==> config.mk <==
export PLATFORM = sky130hd
export DESIGN_NAME = phone_number_validator_unit
export DESIGN_NICKNAME = d
export VERILOG_FILES = /design/src/sv/pnv_pkg.sv /design/src/sv/pnv_classify.sv /design/src/sv/pnv_scan.sv /design/src/sv/phone_number_validator_unit.sv
export SDC_FILE = /design/constraint.sdc
export NUM_CORES = 1
export LEC_CHECK = 0
export BUFFER_PORTS_ARGS = -buffer_cell sky130_fd_sc_hd__buf_4
export CELL_PAD_IN_SITES_DETAIL_PLACEMENT = 1
export CELL_PAD_IN_SITES_GLOBAL_PLACEMENT = 2
export CORE_UTILIZATION = 34
export DETAILED_ROUTE_END_ITERATION = 12
export GPL_ROUTABILITY_DRIVEN = 0
export PLACE_DENSITY = 0.77
export SYNTH_ARGS = -nofsm -noshare
export SYNTH_HDL_FRONTEND = slang
export SYNTH_HIERARCHICAL = 1
export SYNTH_SLANG_ARGS = --single-unit
==> constraint.sdc <==
create_clock -name clk -period 3.11 [get_ports clk]
set_input_delay 0.7775 -clock clk [delete_from_list [all_inputs] [get_ports clk]]
set_output_delay 0.7775 -clock clk [all_outputs]
set_load 0.01 [all_outputs]
==> src/sv/pnv_pkg.sv <==
// Shared types and constants for the phone number validator.
// Holds character codes, number type codes, the automaton state type and the
// structs passed between the classifier, the scanner and the top level.
`default_nettype none

package pnv_pkg;

	localparam int CHAR_W            = 16;
	localparam int TYPE_W            = 3;
	localparam int COUNT_W           = 6;
	localparam int MAX_DIGITS_DEF    = 48;
	localparam int BRACKET_BITS_DEF  = 8;

	// Number type register codes; codes above NT_UNKNOWN are treated as unknown.
	localparam logic [TYPE_W-1:0] NT_PLAIN   = 3'd0;
	localparam logic [TYPE_W-1:0] NT_CONTACT = 3'd1;
	localparam logic [TYPE_W-1:0] NT_CLIENT  = 3'd2;
	localparam logic [TYPE_W-1:0] NT_SMS     = 3'd3;
	localparam logic [TYPE_W-1:0] NT_UNKNOWN = 3'd4;

	localparam logic [CHAR_W-1:0] CH_PLUS   = 16'h002B;
	localparam logic [CHAR_W-1:0] CH_OPEN   = 16'h0028;
	localparam logic [CHAR_W-1:0] CH_CLOSE  = 16'h0029;
	localparam logic [CHAR_W-1:0] CH_MINUS  = 16'h002D;
	localparam logic [CHAR_W-1:0] CH_DOT    = 16'h002E;
	localparam logic [CHAR_W-1:0] CH_SLASH  = 16'h002F;
	localparam logic [CHAR_W-1:0] CH_ZERO   = 16'h0030;
	localparam logic [CHAR_W-1:0] CH_NINE   = 16'h0039;
	localparam logic [CHAR_W-1:0] CH_STAR   = 16'h002A;
	localparam logic [CHAR_W-1:0] CH_HASH   = 16'h0023;
	localparam logic [CHAR_W-1:0] CH_P      = 16'h0070;
	localparam logic [CHAR_W-1:0] CH_W      = 16'h0077;

	typedef enum logic [2:0] {
		ST_START,
		ST_GRP_DIG,
		ST_GRP_SEP,
		ST_PLUS,
		ST_STAR,
		ST_DIG,
		ST_SEP,
		ST_PSTAR
	} fsa_state_t;

	typedef struct packed {
		logic allowed;
		logic white;
		logic dot;
		logic digit;
		logic plus;
		logic open;
		logic close;
		logic sep;
		logic star_hash;
	} char_class_t;

	typedef struct packed {
		logic               is_valid;
		logic [COUNT_W-1:0] digit_total;
	} verdict_t;

endpackage

`default_nettype wire

==> src/sv/pnv_classify.sv <==
// Character classifier for the phone number validator.
// Decodes one 16-bit character against the configured number type; uses pnv_pkg.
`default_nettype none

module pnv_classify
	import pnv_pkg::*;
(
	input  wire logic [CHAR_W-1:0] char_code,
	input  wire logic [TYPE_W-1:0] number_type,
	output char_class_t            cls
);

	logic white, digit, basic, extra, known;

	always_comb begin
		white = (char_code == 16'h0020) ||
			(char_code >= 16'h0009 && char_code <= 16'h000D) ||
			(char_code == 16'h0085) || (char_code == 16'h00A0) ||
			(char_code == 16'h1680) ||
			(char_code >= 16'h2000 && char_code <= 16'h200A) ||
			(char_code == 16'h2028) || (char_code == 16'h2029) ||
			(char_code == 16'h202F) || (char_code == 16'h205F) ||
			(char_code == 16'h3000);
		digit = (char_code >= CH_ZERO) && (char_code <= CH_NINE);
		basic = digit || (char_code == CH_PLUS) || (char_code == CH_OPEN) ||
			(char_code == CH_CLOSE) || (char_code == CH_MINUS) ||
			(char_code == CH_DOT) || (char_code == CH_SLASH);
		known = (number_type <= NT_SMS);
		// Contact and client types add the dialling characters, SMS only the star.
		extra = 1'b0;
		if (number_type == NT_CONTACT || number_type == NT_CLIENT) begin
			extra = (char_code == CH_P) || (char_code == CH_W) ||
				(char_code == CH_HASH) || (char_code == CH_STAR);
		end else if (number_type == NT_SMS) begin
			extra = (char_code == CH_STAR);
		end

		cls.allowed   = known && (white || basic || extra);
		cls.white     = white;
		cls.dot       = (char_code == CH_DOT);
		cls.digit     = digit;
		cls.plus      = (char_code == CH_PLUS);
		cls.open      = (char_code == CH_OPEN);
		cls.close     = (char_code == CH_CLOSE);
		cls.sep       = (char_code == CH_MINUS) || (char_code == CH_P) ||
			(char_code == CH_W) || (char_code == CH_SLASH);
		cls.star_hash = (char_code == CH_STAR) || (char_code == CH_HASH);
	end

endmodule

`default_nettype wire

==> src/sv/pnv_scan.sv <==
// String scanner for the phone number validator: automaton, digit and
// bracket counters, failure latch and the end-of-string verdict. Uses pnv_pkg.
`default_nettype none

module pnv_scan
	import pnv_pkg::*;
#(
	parameter int MAX_DIGITS   = MAX_DIGITS_DEF,
	parameter int BRACKET_BITS = BRACKET_BITS_DEF
) (
	input  wire logic        clk,
	input  wire logic        arst_n,
	input  wire logic        step,
	input  wire logic        last,
	input  wire char_class_t cls,
	output verdict_t         verdict
);

	localparam logic [COUNT_W-1:0] CNT_SAT = COUNT_W'(MAX_DIGITS + 1);
	localparam logic [COUNT_W-1:0] CNT_MAX = COUNT_W'(MAX_DIGITS);
	localparam logic signed [BRACKET_BITS-1:0] BAL_HI = {1'b0, {(BRACKET_BITS-1){1'b1}}};
	localparam logic signed [BRACKET_BITS-1:0] BAL_LO = {1'b1, {(BRACKET_BITS-1){1'b0}}};

	fsa_state_t                     state_q, state_nx, fsa_nx;
	logic [COUNT_W-1:0]             count_q, count_nx;
	logic signed [BRACKET_BITS-1:0] bal_q, bal_nx;
	logic                           failed_q, failed_nx;
	logic                           first_q;
	logic                           fsa_ok;

	// Automaton step for a character that reaches it.
	always_comb begin
		fsa_nx = state_q;
		fsa_ok = 1'b1;
		unique case (state_q)
			ST_START: begin
				if (cls.plus) fsa_nx = ST_PLUS;
				else if (cls.digit) fsa_nx = ST_DIG;
				else if (cls.star_hash) fsa_nx = ST_STAR;
				else fsa_ok = 1'b0;
			end
			ST_GRP_DIG: begin
				if (cls.sep) fsa_nx = ST_GRP_SEP;
				else if (cls.star_hash) fsa_nx = ST_STAR;
				else if (cls.digit) fsa_nx = ST_GRP_DIG;
				else fsa_ok = 1'b0;
			end
			ST_GRP_SEP: begin
				if (cls.digit) fsa_nx = ST_GRP_DIG;
				else fsa_ok = 1'b0;
			end
			ST_PLUS: begin
				if (cls.digit) fsa_nx = ST_DIG;
				else if (cls.star_hash) fsa_nx = ST_PSTAR;
				else fsa_ok = 1'b0;
			end
			ST_STAR: begin
				if (cls.digit) fsa_nx = ST_GRP_DIG;
				else if (cls.star_hash) fsa_nx = ST_STAR;
				else fsa_ok = 1'b0;
			end
			ST_DIG: begin
				if (cls.sep) fsa_nx = ST_SEP;
				else if (cls.star_hash) fsa_nx = ST_PSTAR;
				else if (cls.digit) fsa_nx = ST_DIG;
				else fsa_ok = 1'b0;
			end
			ST_SEP: begin
				if (cls.digit) fsa_nx = ST_DIG;
				else fsa_ok = 1'b0;
			end
			ST_PSTAR: begin
				if (cls.star_hash) fsa_nx = ST_PSTAR;
				else if (cls.digit) fsa_nx = ST_DIG;
				else fsa_ok = 1'b0;
			end
			default: fsa_ok = 1'b0;
		endcase
	end

	// Once failed, nothing changes until the end of the string.
	always_comb begin
		state_nx  = state_q;
		count_nx  = count_q;
		bal_nx    = bal_q;
		failed_nx = failed_q;
		if (!failed_q) begin
			priority if (!cls.allowed) begin
				failed_nx = 1'b1;
			end else if (cls.white || cls.dot) begin
				failed_nx = 1'b0;
			end else if (cls.open) begin
				if (last || bal_q == BAL_HI) failed_nx = 1'b1;
				else bal_nx = bal_q + 1'b1;
			end else if (cls.close) begin
				if (first_q || bal_q == BAL_LO) failed_nx = 1'b1;
				else bal_nx = bal_q - 1'b1;
			end else begin
				if (cls.digit && count_q < CNT_SAT) count_nx = count_q + 1'b1;
				if (fsa_ok) state_nx = fsa_nx;
				else failed_nx = 1'b1;
			end
		end
	end

	always_comb begin
		verdict.digit_total = count_nx;
		verdict.is_valid = !failed_nx && (count_nx != '0) && (count_nx <= CNT_MAX) &&
			(state_nx == ST_GRP_DIG || state_nx == ST_DIG || state_nx == ST_PSTAR) &&
			(bal_nx == '0);
	end

	always_ff @(posedge clk or negedge arst_n) begin
		if (!arst_n) begin
			state_q  <= ST_START;
			count_q  <= '0;
			bal_q    <= '0;
			failed_q <= 1'b0;
			first_q  <= 1'b1;
		end else if (step) begin
			first_q <= last;
			if (last) begin
				state_q  <= ST_START;
				count_q  <= '0;
				bal_q    <= '0;
				failed_q <= 1'b0;
			end else begin
				state_q  <= state_nx;
				count_q  <= count_nx;
				bal_q    <= bal_nx;
				failed_q <= failed_nx;
			end
		end
	end

	a_count_bound: assert property (@(posedge clk) disable iff (!arst_n)
		count_q <= CNT_SAT)
		else $error("digit count beyond saturation value");

	a_clear_after_last: assert property (@(posedge clk) disable iff (!arst_n)
		(step && last) |=> (first_q && !failed_q && count_q == '0 && bal_q == '0))
		else $error("scanner state not cleared after last character");

	a_fail_holds: assert property (@(posedge clk) disable iff (!arst_n)
		(step && !last && failed_q) |=> failed_q)
		else $error("failure flag dropped inside a string");

endmodule

`default_nettype wire

==> src/sv/phone_number_validator_unit.sv <==
// Top level of the phone number validator: input register, number type
// register, result register and the two handshakes. Uses pnv_pkg, pnv_classify, pnv_scan.
//
//   Channel | Signals                                   | Moves
//   char    | char_valid, char_stall, char_code, last_char | one character word
//   result  | result_valid, result_stall, is_valid, digit_total | one verdict word
//   config  | cfg_write, cfg_data                       | number type register
//
// A character word is taken every cycle unless char_stall holds it back; it waits in the input
// register while the scanner updates its counters and automaton from it.
// The verdict of a last character passes from the input register into the result register,
// which raises result_valid; the word waits in the input register while an earlier result stalls.
// Reset clears the scanner, the number type and both valid flags at once.
// Only a last character waiting on a stalled result holds the input side back.
`default_nettype none

module phone_number_validator_unit
	import pnv_pkg::*;
#(
	parameter int MAX_DIGITS   = MAX_DIGITS_DEF,
	parameter int BRACKET_BITS = BRACKET_BITS_DEF
) (
	input  wire logic               clk,
	input  wire logic               arst_n,
	input  wire logic               cfg_write,
	input  wire logic [TYPE_W-1:0]  cfg_data,
	input  wire logic               char_valid,
	output logic                    char_stall,
	input  wire logic [CHAR_W-1:0]  char_code,
	input  wire logic               last_char,
	output logic                    result_valid,
	input  wire logic               result_stall,
	output logic                    is_valid,
	output logic [COUNT_W-1:0]      digit_total
);

	logic [TYPE_W-1:0] number_type_q;
	logic [CHAR_W-1:0] char_s1;
	logic              last_s1;
	logic              vld_s1;
	logic              result_valid_q;
	logic              is_valid_q;
	logic [COUNT_W-1:0] digit_total_q;
	logic              out_free, s1_go, in_take;
	char_class_t       cls;
	verdict_t          verdict;

	// A word that is not last needs no result slot, so it always moves on.
	assign out_free   = !result_valid_q || !result_stall;
	assign s1_go      = vld_s1 && (!last_s1 || out_free);
	assign char_stall = vld_s1 && !s1_go;
	assign in_take    = char_valid && !char_stall;

	always_ff @(posedge clk or negedge arst_n) begin
		if (!arst_n) begin
			number_type_q <= NT_PLAIN;
		end else if (cfg_write) begin
			number_type_q <= cfg_data;
		end
	end

	always_ff @(posedge clk or negedge arst_n) begin
		if (!arst_n) begin
			vld_s1 <= 1'b0;
		end else if (in_take) begin
			vld_s1 <= 1'b1;
		end else if (s1_go) begin
			vld_s1 <= 1'b0;
		end
	end

	always_ff @(posedge clk) begin
		if (in_take) begin
			char_s1 <= char_code;
			last_s1 <= last_char;
		end
	end

	pnv_classify u_classify (
		.char_code   (char_s1),
		.number_type (number_type_q),
		.cls         (cls)
	);

	pnv_scan #(
		.MAX_DIGITS   (MAX_DIGITS),
		.BRACKET_BITS (BRACKET_BITS)
	) u_scan (
		.clk     (clk),
		.arst_n  (arst_n),
		.step    (s1_go),
		.last    (last_s1),
		.cls     (cls),
		.verdict (verdict)
	);

	always_ff @(posedge clk or negedge arst_n) begin
		if (!arst_n) begin
			result_valid_q <= 1'b0;
		end else if (s1_go && last_s1) begin
			result_valid_q <= 1'b1;
		end else if (!result_stall) begin
			result_valid_q <= 1'b0;
		end
	end

	always_ff @(posedge clk) begin
		if (s1_go && last_s1) begin
			is_valid_q    <= verdict.is_valid;
			digit_total_q <= verdict.digit_total;
		end
	end

	assign result_valid = result_valid_q;
	assign is_valid     = is_valid_q;
	assign digit_total  = digit_total_q;

	a_verdict_issued: assert property (@(posedge clk) disable iff (!arst_n)
		(s1_go && last_s1) |=> result_valid_q)
		else $error("last character did not produce a verdict");

	a_stall_cause: assert property (@(posedge clk) disable iff (!arst_n)
		char_stall |-> (vld_s1 && last_s1 && result_valid_q && result_stall))
		else $error("input stalled without a blocked verdict");

	a_valid_has_digits: assert property (@(posedge clk) disable iff (!arst_n)
		(result_valid_q && is_valid_q) |->
			(digit_total_q != '0 && digit_total_q <= COUNT_W'(MAX_DIGITS)))
		else $error("valid verdict with digit total out of range");

endmodule

`default_nettype wire
## Yosys cells after proc, flatten, opt, wreduce, memory -nomap -nowiden

Cells that the tools add are included.

| operators by class | value |
|---|---|
| add/subtract/negate cells | 3 |
| reduce and logical (&&, ||, !) cells | 59 |
| multiplexer cells | 57 |
| equal/unequal tests | 35 |
| $lt $le $gt $ge | 9 |

Operators by type and width:

| cell | number |
|---|---|
| == test 16 x 6 -> 1 bit (second input constant) | 9 |
| == test 16 x 14 -> 1 bit (second input constant) | 5 |
| 2-to-1 mux 8 bit | 8 |
| 2-to-1 mux 3 bit | 19 |
| 2-to-1 mux 6 bit | 7 |
| logical OR 1 bit | 33 |
| == test 16 x 7 -> 1 bit (second input constant) | 2 |
| == test 16 x 8 -> 1 bit (second input constant) | 2 |
| one-hot mux 3 bit (8 select lines) | 1 |
| 2-to-1 mux 1 bit | 21 |
| == test 3 bit (second input constant) | 6 |
| == test 16 x 13 -> 1 bit (second input constant) | 1 |
| == test 8 bit (second input constant) | 2 |
| >= comparator 16 x 14 -> 1 bit (second input constant) | 1 |
| >= comparator 16 x 4 -> 1 bit (second input constant) | 1 |
| >= comparator 16 x 6 -> 1 bit (second input constant) | 1 |
| less-or-equal comparator 16 x 14 -> 1 bit (second input constant) | 1 |
| less-or-equal comparator 16 x 4 -> 1 bit (second input constant) | 1 |
| less-or-equal comparator 16 x 6 -> 1 bit (second input constant) | 1 |
| logical AND 1 bit | 13 |
| == test 3 x 2 -> 1 bit (second input constant) | 4 |
| == test 3 x 1 -> 1 bit (second input constant) | 3 |
| adder 8 x 1 -> 8 bit (second input constant) | 1 |
| logical NOT 8 bit | 1 |
| other kinds (12) | 19 |

| storage, ports and cells | value |
|---|---|
| word-level logic and storage cells | 175 |
| register bits | 48 |
| input bits | 25 |

## Logic depth before layout (Yosys ltp)

| logic depth | value |
|---|---|
| depth in word-level cells | 22 |
| mapped depth | 12 |
| depth with buffers taken out | 11 |

## Hierarchy

Netlist, hierarchy kept.

By module, submodules not included:

| module | sequential area each (µm²) | times used | cells each | area an instance (µm²) |
|---|---|---|---|---|
| pnv_scan | 476.7 | 1 | 209 | 1,709.1 |
| phone_number_validator_unit | 845.8 | 1 | 42 | 934.6 |
| pnv_classify | 0.0 | 1 | 69 | 495.5 |

## Least setup slack after synthesis

OpenSTA, ideal clock, no wires.

| path | value |
|---|---|
| path kind | reg-to-reg |
| from | register char_s1[9] |
| to | register is_valid_q, in the netlist is_valid, data pin |
| stages on the path, launching flop included | 12 |
| path buffers | 0 |
| setup slack | -0.307 ns |
| period minus slack after synthesis | 3.417 ns |
| arrival | 3.247 ns |
| required time | 2.940 ns |
| cells stage by stage | edfxtp_1 -> nor4_1 -> nand4_1 -> o211ai_1 -> o2111a_1 -> o41a_1 -> or4b_4 -> or3_4 -> o21ai_1 -> o21ai_1 -> a2111o_1 -> nor4_2 |

RTL lines:

| what | line | RTL |
|---|---|---|
| start, declared | phone_number_validator_unit.sv:38 | `logic [CHAR_W-1:0] char_s1;` |
| start signal, assigned | phone_number_validator_unit.sv:74 | `char_s1 <= char_code;` |
| end signal, assigned | phone_number_validator_unit.sv:109 | `is_valid_q <= verdict.is_valid;` |
| end, declared | phone_number_validator_unit.sv:42 | `logic is_valid_q;` |

==> flow_summary_export.csv <==
group,metric,value,unit
outcome,outcome,"finished with violations",
outcome,violations,"DRC, setup timing",
clocking,hold_buffers,0,
detailed_routing,drt-total-wl,9.71,mm
hold_path,hold_path.class,"in -> async",
timing,worstMarginPinSlew,0.816,ns
clocking,path_clk_slew,0.10,ns
synthesis,synth_ff_type,"edfxtp_1",
timing,skew,0.00664,ns
detailed_routing,postRouteAntennaNets,0,
synthesis,syn-num-nets,349,
clocking,cts.sinks,48,
cells_and_area,final_area,4430,um2
cells_and_area,final_core_util,50.1,%
clocking,cts.htree.levels,2,
detailed_routing,drc_errors,2,
setup_path,crit_start,"char_s1[2]",
synthesis,synth_enable_flop_cells,24,
synthesis,syn_area_per_cell,9.81,um2
floorplan,ioPinCount,34,
cells_and_area,nets,456,
cells_and_area,area_growth,41.3,%
clocking,clockRootBuffer,"clkbuf_8",
setup_path,path_class,"reg -> reg",
global_route,grt_antenna_before_repair,0,
setup_path,reg2reg_from,"char_s1[2]",
timing,maxSlewViolCount,0,
synthesis,synth.yosys.seq_area_share,42.1,%
global_route,grt_pass1_wl,16.1,mm
synthesis,synth_top_area_cell,"edfxtp_1",
timing,fin_crit,3.51,ns
clocking,cts.path.max_buffers,2,
flow_run,cap_violations,0,
setup_path,crit_fanout,7,
cells_and_area,drive_above_1_share,41.8,%
clocking,cts_tree,"done",
synthesis,synth_area,3140,um2
timing,clock.fmax,285,MHz
synthesis,synthCells,320,
synthesis,synthDistinctLibCells,75,
floorplan,die_w,98.1,um
setup_path,critPathMaxStageDelay,0.52,ns
global_route,grt_pass1_vias,3179,
setup_path,reg2reg_slack,-0.40,ns
synthesis,netlist.area_leader.share,23.0,%
synthesis,synth-async-reset-ratio,50.0,%
power,ir_worst_vdd,0.178,mV
synthesis,synth-seq-cells,48,
detailed_routing,drt_iter0_drc,115,
detailed_routing,post_drt_wl_per_cell,18.1,um
floorplan,chipHeight,98.1,um
global_route,grt_overflow_total,0,
floorplan,start_util,35.5,%
setup_path,cp_slowest_cell,"edfxtp_1",
setup_path,cp.required,3.24,ns
timing,rsz0062_at_grt,"yes",
global_route,grt_start_max_net_pins,25,
placement,pre_cts_ws,-0.375,ns
timing,post-route-period-util,113,%
detailed_routing,dr.pass1.iters,8,
cells_and_area,mostFrequentLayoutCell,"buf_4",
floorplan,num_rows,34,
placement,hpwl,6.90,mm
power,leakage,1.84,nW
setup_path,arrival,3.64,ns
detailed_routing,dr_total_vias,2988,
global_route,grt.total_usage,21.1,%
cells_and_area,seq_area,1320,um2
floorplan,coreArea,8850,um2
synthesis,yosys_warnings,6,
power,p_per_area,307,nW/um2
timing,slew_headroom,45.0,%
floorplan,die-area,9620,um2
synthesis,yosys-top-cells-area,"edfxtp_1 23%, dfrtp_1 18%, o21ai_0 2.9%",
setup_path,crit_path_cell_trace,"nor4b_4 -> nand4_1 -> o211ai_1 -> o2111a_1 -> o41a_1 -> or4b_4 -> or3_4 -> nor2_2 -> o32ai_1 -> a2111o_1 -> nor4_2",
setup_path,r2r_cells,11,
cells_and_area,mostFrequentLayoutCells,"102 x buf_4, 24 x edfxtp_1, 23 x dfrtp_1",
cells_and_area,diodes,0,
timing,hold_viol,0,
detailed_routing,via_per_inst,5.57,
placement,place.port_buffers,33,
setup_path,rr_endpoint,"is_valid",
cells_and_area,fill_cells,1012,
setup_path,end_kind,"flop",
setup_path,cp-start-kind,"flop",
cells_and_area,multi_input_area,1860,um2
timing,layout_setup_ws,-0.405,ns
timing,setup_viol,13,
placement,dpl_cell_area,3960,um2
clocking,numCtsBuffers,5,
clocking,insertion_delay,0.31,ns
## power breakdown
part | internal, mW | switching [mW]
clock | 0.162 | 0.239
combinational | 0.104 | 0.109
sequential | 0.704 | 0.0440
## how the worst max path moves through the flow
stage	to	slack [ns]	cells after the start
floorplan	is_valid	-0.17	11
global placement	is_valid	-0.30	11
detailed placement	is_valid	-0.37	11
CTS	is_valid	-0.38	13
global route	is_valid	-0.60	11
finish	is_valid	-0.40	11
## layout make-up
type                       count  share of cell area (%)
sequential                    48                    29.8
multi-input combinational    232                    41.8
tap                          108                    3.05
inverter                      23                    1.95
timing repair buffer         117                    21.3
clock inverter                 3                   0.508
clock buffer                   5                    1.55
## cells in the mapped netlist (all sizes together), types with 3 or more instances
| cell | number |
|---|---|
| a311oi | 4 |
| nand2b | 5 |
| nand3 | 8 |
| edfxtp | 24 |
| dfrtp | 23 |
| nand4 | 6 |
| nor2 | 16 |
| o2111a | 3 |
| ha | 4 |
| o2111ai | 3 |
| or3 | 6 |
| xnor2 | 5 |
| inv | 23 |
| nor3b | 5 |
| mux2i | 4 |
| a21o | 3 |
| nand2 | 21 |
| a31o | 3 |
| or4 | 3 |
| a22o | 6 |
| a21oi | 12 |
| mux2 | 8 |
| o2bb2ai | 4 |
| nor2b | 3 |
| nor3 | 9 |
| and3 | 5 |
| o22ai | 3 |
| o21ai | 20 |
| a31oi | 7 |
| nor4 | 7 |
| clkbuf | 10 |
| and2 | 3 |
| nor4b | 4 |
| o211ai | 5 |
| buf | 7 |
| or2 | 5 |
| nand3b | 4 |
## cell families (layout without fill, tap and decap cells)
logic type / count (synthesis) / count (layout) / share of synthesized area, %
buffers and inverters: 40 / 148 / 5.58
AO/OA/AOI/OAI: 92 / 92 / 22.1
AND/OR/NAND/NOR: 117 / 117 / 22.5
XOR/XNOR: 7 / 7 / 1.95
adder cells (fa/ha/maj): 4 / 4 / 1.59
flip-flops: 48 / 48 / 42.1
multiplexers: 12 / 12 / 4.15
## state kept, by name (all words and copies together) (netlist names)
signal,count
u_scan/first_q,1
result_valid,1
digit_total,6
last_s1,1
vld_s1,1
u_scan/count_q,6
u_scan/failed_q,1
u_scan/state_q,3
is_valid,1
char_s1,16
u_scan/bal_q,8
number_type_q,3
## stage by stage
| step | hold slack, ns | power [mW] | setup TNS [ns] | instances |
|---|---|---|---|---|
| 6_report | 0.372 | 1.36 | -1.97 | 536 |
| 5_1_grt | 0.384 | 1.43 | -4.62 | 536 |
| 4_1_cts | 0.372 | 1.37 | -2.19 | 530 |
| 3_5_place_dp | 0.484 | 0.961 | -1.96 | 511 |
| 3_3_place_gp | 0.481 | 0.953 | -1.37 | 511 |
| 2_1_floorplan | 0.468 | 0.846 | -0.172 | 320 |
## worst max-delay path: cells and delay by family (launching register included)
| kind | cells | cell delay (ns) |
|---|---|---|
| simple gates | 6 | 1.70 |
| compound gates | 5 | 1.11 |
| flops | 1 | 0.52 |
## layer usage
layer	track usage [%]	wire (um)
met5	0	0
met4	6.64	133
met3	3.72	307
met2	35.4	4770
met1	27.5	4500
## what timing repair did
action | in CTS | in global routing
setup buffers | 13 | 12
cloned | 0 | 0
endpoints found under the setup margin | 16 | 19
gates resized for setup | 37 | 21
pin swaps | 21 | 12
Note: power is estimated with default switching activity, not from simulation.
